[src/hw/rtl/dgf_pkg.sv]
// dgf_pkg: types, sequencer states and fixed-point constants for the digamma unit.
// No dependencies; used by dgf_divider and digamma_function_unit.
package dgf_pkg;

    localparam int FRAC_BITS_DEFAULT = 16;
    localparam int ATANH_TERMS       = 11;

    localparam logic [63:0] ONE_Q32 = 64'd1 << 32;
    localparam logic [31:0] C12     = 32'((ONE_Q32 + 64'd6) / 64'd12);
    localparam logic [31:0] C120    = 32'((ONE_Q32 + 64'd60) / 64'd120);
    localparam logic [31:0] C252    = 32'((ONE_Q32 + 64'd126) / 64'd252);
    localparam logic [31:0] LN2_Q32 = 32'hB17217F8;

    typedef enum logic [4:0] {
        S_IDLE, S_LOOP, S_W_LOOP, S_W_U,
        S_U2, S_U2W, S_T1, S_T1W, S_T2, S_T2W, S_SER, S_SERW,
        S_NORM, S_ZDIV, S_ZW, S_Z2, S_Z2W, S_P, S_PW, S_TD, S_TW,
        S_KLN, S_KLNW, S_ABS, S_FIN, S_OUT
    } state_t;

    typedef struct packed {
        logic        start;
        logic [6:0]  nbits;
        logic [63:0] dividend;
        logic [33:0] divisor;
    } div_req_t;

endpackage

[src/hw/rtl/dgf_divider.sv]
// dgf_divider: restoring divider, one quotient bit per cycle.
// Depends on dgf_pkg (div_req_t).
module dgf_divider (
    input  logic              aclk,
    input  logic              aresetn,
    input  dgf_pkg::div_req_t req,
    output logic              done,
    output logic [63:0]       quotient
);

    logic        busy_reg;
    logic        done_reg;
    logic [6:0]  cnt_reg;
    logic [33:0] rem_reg;
    logic [33:0] dvs_reg;
    logic [63:0] dvd_reg;
    logic [63:0] quo_reg;
    logic [35:0] diff;
    logic        ge;

    // divisor is held for the whole division
    assign diff = {1'b0, rem_reg, dvd_reg[63]} - {2'b00, dvs_reg};
    assign ge   = !diff[35];

    always_ff @(posedge aclk) begin
        if (!aresetn) begin
            busy_reg <= 1'b0;
            done_reg <= 1'b0;
            cnt_reg  <= '0;
        end else begin
            done_reg <= 1'b0;
            if (req.start) begin
                busy_reg <= 1'b1;
                cnt_reg  <= req.nbits;
                rem_reg  <= '0;
                quo_reg  <= '0;
                dvs_reg  <= req.divisor;
                dvd_reg  <= req.dividend << (7'd64 - req.nbits);
            end else if (busy_reg) begin
                rem_reg  <= ge ? diff[33:0] : {rem_reg[32:0], dvd_reg[63]};
                quo_reg  <= {quo_reg[62:0], ge};
                dvd_reg  <= {dvd_reg[62:0], 1'b0};
                cnt_reg  <= cnt_reg - 7'd1;
                if (cnt_reg == 7'd1) begin
                    busy_reg <= 1'b0;
                    done_reg <= 1'b1;
                end
            end
        end
    end

    assign done     = done_reg;
    assign quotient = quo_reg;

endmodule

[src/hw/rtl/digamma_function_unit.sv]
// digamma_function_unit: fixed-point digamma psi(x), shared divider and multiplier.
// Depends on dgf_pkg and dgf_divider.
//
// Usage:
//   Input channel s_valid/s_ready/s_x_value carries one word: x, unsigned
//   fixed point with FRAC_BITS fraction bits. Result channel m_valid/m_ready
//   carries psi(x) as signed Q24.24 on m_psi_value plus m_invalid.
//   x == 0 is the pole: m_invalid = 1, m_psi_value = 0, m_valid the cycle
//   right after the word is accepted.
//   Otherwise a small sequencer drives one bit-serial divider (one quotient
//   bit a cycle) and one 32x32 multiplier. Each reciprocal and each atanh
//   term takes one division; the 11-term atanh series also needs the z
//   division and the normalize shift. Small x (below six) adds at most six
//   extra reciprocals.
//   One word at a time: s_ready is high only when idle. The result is held
//   in an output register until taken; a stall on m_ready just holds it.
//   Reset (aresetn, synchronous, active low) returns to idle, no output.
//   Very negative results saturate to -2^47.
module digamma_function_unit #(
    parameter int FRAC_BITS = dgf_pkg::FRAC_BITS_DEFAULT
) (
    input  logic               aclk,
    input  logic               aresetn,
    input  logic               s_valid,
    output logic               s_ready,
    input  logic [31:0]        s_x_value,
    output logic               m_valid,
    input  logic               m_ready,
    output logic signed [47:0] m_psi_value,
    output logic               m_invalid
);

    localparam logic [31:0] ONE_X = 32'd1 << FRAC_BITS;
    localparam logic [31:0] SIX_X = 32'd6 << FRAC_BITS;
    localparam logic [63:0] RNUM  = 64'd1 << (32 + FRAC_BITS);
    localparam logic [6:0]  RBITS = 7'(33 + FRAC_BITS);

    dgf_pkg::state_t   state_reg, state_next;
    dgf_pkg::div_req_t div_req;
    logic              div_done;
    logic [63:0]       div_quo;

    logic [31:0]        xr_reg, xn_reg;
    logic signed [63:0] acc_reg;
    logic [31:0]        u_reg, u2_reg, t_reg, z_reg, z2_reg, p_reg;
    logic [4:0]         e_reg;
    logic [3:0]         j_reg;
    logic               neg_reg;
    logic [63:0]        prod_reg;
    logic [47:0]        psi_reg;
    logic               inv_reg;

    logic [31:0] mul_a, mul_b;
    logic [63:0] rnd_sum;
    logic [31:0] rnd;
    logic [33:0] zden;
    logic [63:0] acc_mag;
    logic [55:0] mag_r;

    assign rnd_sum = prod_reg + 64'h0000_0000_8000_0000;
    assign rnd     = rnd_sum[63:32];
    // m = 1.frac, den = m + 1 in Q.32
    assign zden    = {1'b0, xn_reg, 1'b0} + 34'(dgf_pkg::ONE_Q32);
    assign acc_mag = 64'(acc_reg) + 64'd128;
    assign mag_r   = acc_mag[63:8];

    dgf_divider u_div (
        .aclk     (aclk),
        .aresetn  (aresetn),
        .req      (div_req),
        .done     (div_done),
        .quotient (div_quo)
    );

    // next state
    always_comb begin
        state_next = state_reg;
        unique case (state_reg)
            dgf_pkg::S_IDLE:   if (s_valid) state_next = (s_x_value == '0) ?
                                   dgf_pkg::S_OUT : dgf_pkg::S_LOOP;
            dgf_pkg::S_LOOP:   state_next = (xr_reg < SIX_X) ?
                                   dgf_pkg::S_W_LOOP : dgf_pkg::S_W_U;
            dgf_pkg::S_W_LOOP: if (div_done) state_next = dgf_pkg::S_LOOP;
            dgf_pkg::S_W_U:    if (div_done) state_next = dgf_pkg::S_U2;
            dgf_pkg::S_U2:     state_next = dgf_pkg::S_U2W;
            dgf_pkg::S_U2W:    state_next = dgf_pkg::S_T1;
            dgf_pkg::S_T1:     state_next = dgf_pkg::S_T1W;
            dgf_pkg::S_T1W:    state_next = dgf_pkg::S_T2;
            dgf_pkg::S_T2:     state_next = dgf_pkg::S_T2W;
            dgf_pkg::S_T2W:    state_next = dgf_pkg::S_SER;
            dgf_pkg::S_SER:    state_next = dgf_pkg::S_SERW;
            dgf_pkg::S_SERW:   state_next = dgf_pkg::S_NORM;
            dgf_pkg::S_NORM:   if (xn_reg[31]) state_next = dgf_pkg::S_ZDIV;
            dgf_pkg::S_ZDIV:   state_next = dgf_pkg::S_ZW;
            dgf_pkg::S_ZW:     if (div_done) state_next = dgf_pkg::S_Z2;
            dgf_pkg::S_Z2:     state_next = dgf_pkg::S_Z2W;
            dgf_pkg::S_Z2W:    state_next = dgf_pkg::S_P;
            dgf_pkg::S_P:      state_next = dgf_pkg::S_PW;
            dgf_pkg::S_PW:     state_next = dgf_pkg::S_TD;
            dgf_pkg::S_TD:     state_next = dgf_pkg::S_TW;
            dgf_pkg::S_TW:     if (div_done) state_next =
                                   (j_reg == 4'(dgf_pkg::ATANH_TERMS)) ?
                                   dgf_pkg::S_KLN : dgf_pkg::S_P;
            dgf_pkg::S_KLN:    state_next = dgf_pkg::S_KLNW;
            dgf_pkg::S_KLNW:   state_next = dgf_pkg::S_ABS;
            dgf_pkg::S_ABS:    state_next = dgf_pkg::S_FIN;
            dgf_pkg::S_FIN:    state_next = dgf_pkg::S_OUT;
            dgf_pkg::S_OUT:    if (m_ready) state_next = dgf_pkg::S_IDLE;
            default:           state_next = dgf_pkg::S_IDLE;
        endcase
    end

    // outputs: handshake, divider request, multiplier operands
    always_comb begin
        s_ready          = (state_reg == dgf_pkg::S_IDLE);
        m_valid          = (state_reg == dgf_pkg::S_OUT);
        div_req.start    = 1'b0;
        div_req.nbits    = RBITS;
        div_req.dividend = RNUM + 64'(xr_reg >> 1);
        div_req.divisor  = 34'(xr_reg);
        mul_a            = '0;
        mul_b            = '0;
        unique case (state_reg)
            dgf_pkg::S_LOOP: div_req.start = 1'b1;
            dgf_pkg::S_ZDIV: begin
                div_req.start    = 1'b1;
                div_req.nbits    = 7'd64;
                div_req.dividend = {xn_reg[30:0], 33'd0} + 64'(zden >> 1);
                div_req.divisor  = zden;
            end
            dgf_pkg::S_TD: begin
                // (p + d/2) / d with d = 2j+1
                div_req.start    = 1'b1;
                div_req.nbits    = 7'd33;
                div_req.dividend = 64'(p_reg) + 64'(j_reg);
                div_req.divisor  = 34'({j_reg, 1'b1});
            end
            dgf_pkg::S_U2:  begin mul_a = u_reg;  mul_b = u_reg;  end
            dgf_pkg::S_T1:  begin mul_a = u2_reg; mul_b = dgf_pkg::C252; end
            dgf_pkg::S_T2,
            dgf_pkg::S_SER: begin mul_a = u2_reg; mul_b = t_reg;  end
            dgf_pkg::S_Z2:  begin mul_a = z_reg;  mul_b = z_reg;  end
            dgf_pkg::S_P:   begin mul_a = p_reg;  mul_b = z2_reg; end
            dgf_pkg::S_KLN: begin
                mul_a = 32'(e_reg) - 32'(FRAC_BITS);
                mul_b = dgf_pkg::LN2_Q32;
            end
            default: ;
        endcase
    end

    always_ff @(posedge aclk) begin
        if (!aresetn) state_reg <= dgf_pkg::S_IDLE;
        else          state_reg <= state_next;
    end

    // datapath
    always_ff @(posedge aclk) begin
        prod_reg <= 64'(mul_a) * 64'(mul_b);
        case (state_reg)
            dgf_pkg::S_IDLE: if (s_valid) begin
                xr_reg  <= s_x_value;
                acc_reg <= '0;
                psi_reg <= '0;
                inv_reg <= (s_x_value == '0);
            end
            dgf_pkg::S_W_LOOP: if (div_done) begin
                acc_reg <= acc_reg - $signed(div_quo);
                xr_reg  <= xr_reg + ONE_X;
            end
            dgf_pkg::S_W_U: if (div_done) begin
                u_reg   <= div_quo[31:0];
                acc_reg <= acc_reg - $signed((div_quo + 64'd1) >> 1);
            end
            dgf_pkg::S_U2W: u2_reg <= rnd;
            dgf_pkg::S_T1W: t_reg  <= dgf_pkg::C120 - rnd;
            dgf_pkg::S_T2W: t_reg  <= dgf_pkg::C12 - rnd;
            dgf_pkg::S_SERW: begin
                acc_reg <= acc_reg - $signed({32'd0, rnd});
                xn_reg  <= xr_reg;
                e_reg   <= 5'd31;
            end
            dgf_pkg::S_NORM: if (!xn_reg[31]) begin
                xn_reg <= {xn_reg[30:0], 1'b0};
                e_reg  <= e_reg - 5'd1;
            end
            dgf_pkg::S_ZW: if (div_done) begin
                z_reg   <= div_quo[31:0];
                p_reg   <= div_quo[31:0];
                acc_reg <= acc_reg + $signed({div_quo[62:0], 1'b0});
            end
            dgf_pkg::S_Z2W: begin
                z2_reg <= rnd;
                j_reg  <= 4'd1;
            end
            dgf_pkg::S_PW: p_reg <= rnd;
            dgf_pkg::S_TW: if (div_done) begin
                acc_reg <= acc_reg + $signed({div_quo[62:0], 1'b0});
                j_reg   <= j_reg + 4'd1;
            end
            dgf_pkg::S_KLNW: acc_reg <= acc_reg + $signed(prod_reg);
            dgf_pkg::S_ABS: begin
                neg_reg <= acc_reg[63];
                if (acc_reg[63]) acc_reg <= -acc_reg;
            end
            dgf_pkg::S_FIN: begin
                // round half away from zero to Q24.24, then saturate
                if (neg_reg)
                    psi_reg <= (mag_r[55:47] != '0) ? 48'h8000_0000_0000 : -mag_r[47:0];
                else
                    psi_reg <= (mag_r[55:47] != '0) ? 48'h7FFF_FFFF_FFFF : mag_r[47:0];
            end
            default: ;
        endcase
    end

    assign m_psi_value = $signed(psi_reg);
    assign m_invalid   = inv_reg;

`ifndef ASSERT_OFF
    a_one_side: assert property (@(posedge aclk) disable iff (!aresetn)
        !(s_ready && m_valid))
        else $error("ready and result valid at once");

    a_pole: assert property (@(posedge aclk) disable iff (!aresetn)
        (s_valid && s_ready && s_x_value == '0) |=> (m_valid && m_invalid))
        else $error("pole word did not give invalid result");

    a_inv_zero: assert property (@(posedge aclk) disable iff (!aresetn)
        (m_valid && m_invalid) |-> (m_psi_value == '0))
        else $error("invalid result not zero");

    a_div_done: assert property (@(posedge aclk) disable iff (!aresetn)
        div_done |-> (state_reg == dgf_pkg::S_W_LOOP || state_reg == dgf_pkg::S_W_U ||
                      state_reg == dgf_pkg::S_ZW || state_reg == dgf_pkg::S_TW))
        else $error("divider finished outside a wait state");
`endif

endmodule

[config.mk]
export PLATFORM = sky130hd
export DESIGN_NAME = digamma_function_unit
export DESIGN_NICKNAME = d
export VERILOG_FILES = /design/src/hw/rtl/dgf_pkg.sv /design/src/hw/rtl/dgf_divider.sv /design/src/hw/rtl/digamma_function_unit.sv
export SDC_FILE = /design/constraint.sdc
export NUM_CORES = 2
export LEC_CHECK = 0
export BUFFER_PORTS_ARGS = -buffer_cell sky130_fd_sc_hd__buf_2
export CAP_MARGIN = 30
export CORE_ASPECT_RATIO = 1.5
export CORE_MARGIN = 3
export CORE_UTILIZATION = 50
export CTS_CLUSTER_SIZE = 30
export DETAILED_ROUTE_END_ITERATION = 10
export PLACE_DENSITY = 0.65
export SLEW_MARGIN = 30
export SYNTH_ARGS = -nofsm -noshare
export SYNTH_HDL_FRONTEND = slang
export SYNTH_HIERARCHICAL = 1
export SYNTH_SLANG_ARGS = --single-unit
[constraint.sdc]
create_clock -name aclk -period 28.4 [get_ports aclk]
set_input_delay 7.1 -clock aclk [delete_from_list [all_inputs] [get_ports aclk]]
set_output_delay 7.1 -clock aclk [all_outputs]
set_load 0.02 [all_outputs]
==> results.cfg <==
[yosys]
yosys_register_bits = 653
syn_inst = 9763
netlist_area_um2 = 84800
ys.warnings.count = 6
synth-async-reset-ratio_pct = 0
synth-seq-area-share_pct = 22.2
avgSynthCellArea_um2 = 8.69
synth_edf_count = 575
synth_ff_type = edfxtp_1
yosysUniqueCellTypes = 113

[power]
clkPwrFrac_pct = 20.6
swShare_pct = 45.1
p_total_mw = 4.81
p_sw_mw = 2.17
power.density_nw_per_um2 = 53.5
pwr-share-seq_pct = 30.6
p_leak_nw = 38.1
p_int_mw = 2.64
pwr-share-comb_pct = 48.8
vdd_drop_max_uv = 55.8

[placement]
gp_congestion = 1.03
io_buffer_count = 86
place_area_um2 = 87400
dp_hpwl_um = 244000

[critical_path]
end_kind = flop
crit_required_ns = 29.01
worst_path_most_repeated_cell = fa_1
cpPeakStageDelay_ns = 0.77
critPathMaxFanout = 43
cp_top_family = adder cells
arrival_ns = 12.33
worst-path-buf-inv = 8
crit_slowest_cell = nor2_4
worstSetupPathType = reg2reg
start_kind = flop

[cells_and_area]
synthToLayoutAreaGrowth_pct = 5.95
finalInstanceArea_um2 = 89900
drive_above_1_share_pct = 6.32
nFillCells = 15749
utilization_pct = 53.5
layout.nets = 10885

[global_route]
grt_pass1_wl_um = 466000
grt_overflow = 0
antenna_found_initial = 10
grt_max_degree = 73
first_global_vias = 74525
grt_use_total_pct = 35.3

[route]
vias_per_cell = 6.22
ant_nets = 0
wl_um = 311000
route.vias.total = 73411
firstDrtPassIters = 6
drt_iter0_markers = 6581
drc_errors = 0
wl_per_cell_um = 26.4

[cts]
cts_tree = built
clock_latency_ns = 0.70
hold_buffers = 0
ctsResizeCount = 0
htree_levels = 3
clock-sinks = 653
root_buffer = clkbuf_16
cts_buffers = 70
post_cts_buffers = 0
cts.reportedPaths.clkPinSlew_ns = 0.07
clock_tree.buffer_depth = 3

[floorplan]
num_rows = 184
fp.dieH_um = 511
fp.dieW_um = 342
core-area_um2 = 168000
die_area_um2 = 175000
ios = 87
start_util_pct = 50.5

[sta]
setup_violations = 0
final-hold-violation-count = 0
worst_pin_slew_ns = 1.08
slew_headroom_pct = 27.3
slew_violations = 0
fin_crit_ns = 11.71
grt_setup_unrepaired = false
fmax_ghz = 0.0854
finClkSkew_ns = 0.0430
fin_crit_sh_pct = 41.2
tns_ns = 0

[status]
outcome = finished, final reports clean

[worst_hold_path]
hold_path_class = reg2reg

[job]
maxCapViolCount = 0
==> cell type report <==
class	count	area, um2	area share [%]
multi-input cells	7365	59700	66.4
flip-flops and latches	653	18800	20.9
inverters	1146	4300	4.79
well taps	2232	2790	3.11
clock buffers	82	1870	2.08
repair buffers	267	1820	2.02
clock inverters	46	542	0.603
diodes	5	12.5	0.0139
==> worst paths after layout <==
path         depth (start not counted)                end               from  slack, ns
max                                 33       prod_reg[61]       state_reg[0]      16.69
min                                  2  u_div/dvd_reg[45]  u_div/dvd_reg[44]       0.54
max reg2reg                         33       prod_reg[61]       state_reg[0]      16.69
min reg2reg                          2  u_div/dvd_reg[45]  u_div/dvd_reg[44]       0.54
==> cells in the mapped netlist (20+ instances only) <==
library cell  instances  share of area, %
a222oi_1             20              0.24
xnor2_1             386               4.0
o21ai_0             372               2.2
a211oi_1             44              0.39
or4_1                30              0.27
o22ai_1              61              0.45
or3_1                59              0.44
a21o_1              209               1.8
o211ai_1             41              0.36
mux4_2               52               1.4
buf_2                48              0.28
and3_1              124              0.91
o21bai_1             50              0.44
a31oi_1              64              0.47
a22oi_1              64              0.57
a221oi_1             60              0.62
clkbuf_1            513               2.3
a22o_1               24              0.25
and2_1              114              0.84
nand4_1             120              0.88
or2_2                27              0.20
dfxtp_1              78               1.8
nor2_1             1031               4.6
nand3b_1             44              0.39
fa_1                900                21
xor2_1              232               2.4
nand2_1            1099               4.9
edfxtp_1            575                20
o221ai_1             70              0.72
nor3_1              163              0.96
nand3_1             227               1.3
mux2i_1              72              0.85
o31ai_1              23              0.20
ha_1                446               6.6
inv_1              1139               5.0
nor2b_1             104              0.77
buf_1                31              0.14
nor4_1               77              0.57
nand2b_1             70              0.52
and4_1               33              0.34
a21boi_0             24              0.21
a221o_1              32              0.38
o21a_1               43              0.38
a21oi_1             473               2.8
==> power by group through the flow <==
stage | clock (mW) | sequential (mW) | combinational, mW
global route | 1.04 | 1.49 | 2.53
floorplan | 0 | 1.35 | 1.69
detailed placement | 0 | 1.48 | 2.28
global placement | 0 | 1.48 | 2.26
CTS | 1.01 | 1.46 | 2.30
finish | 0.992 | 1.47 | 2.35
==> per-stage QoR <==
| stage | cells | worst slack [ns] | hold slack (ns) |
|---|---|---|---|
| 6_report | 11796 | 16.69 | 0.538 |
| 5_1_grt | 11792 | 16.16 | 0.569 |
| 4_1_cts | 11790 | 16.75 | 0.542 |
| 3_5_place_dp | 11662 | 16.81 | 0.526 |
| 3_3_place_gp | 11661 | 16.89 | 0.517 |
| 2_1_floorplan | 9772 | 17.14 | 0.424 |
==> worst reg2reg max path: cells and delay by family (launching register included) <==
family	cells	cell delay, ns
AO/OA/AOI/OAI	11	3.13
adder cells (fa/ha/maj)	9	4.36
XOR/XNOR	1	0.15
flip-flops	1	0.76
buffers and inverters	8	1.06
AND/OR/NAND/NOR	4	2.21
==> layout by cell type (no fill, tap or decap), types with 162 or more instances in the layout <==
cell type  count
edfxtp_1     575
nor2_1      1016
nand3_1      225
a21o_1       209
a21oi_1      472
nor3_1       162
xnor2_1      382
o21ai_0      369
inv_1       1138
buf_4        178
nand2_1     1098
fa_1         900
xor2_1       229
ha_1         445
==> logic make-up after synthesis <==
family,count (synthesis),synth area share (%)
and+or+nand+nor,3410,18.9
xor gates and xnor gates,619,6.40
other,1,0.00442
AOI/OAI and AO/OA,1846,14.4
muxes,134,2.36
DFF,653,22.2
buffers and inverters,1754,7.91
adders and majority gates,1346,27.8
==> routing by layer <==
layer  part of all wire [%]  vias up  track usage, %  routed length, um
met2                     48     3292            58.9             148000
met1                     37    36573            42.2             115000
met3                    7.4      931            6.05              23100
li1                       -    32611               -                  -
met4                    7.8        4            23.0              24300
met5                 0.0087        -               0                 27
(Power assumes the default switching activity.)
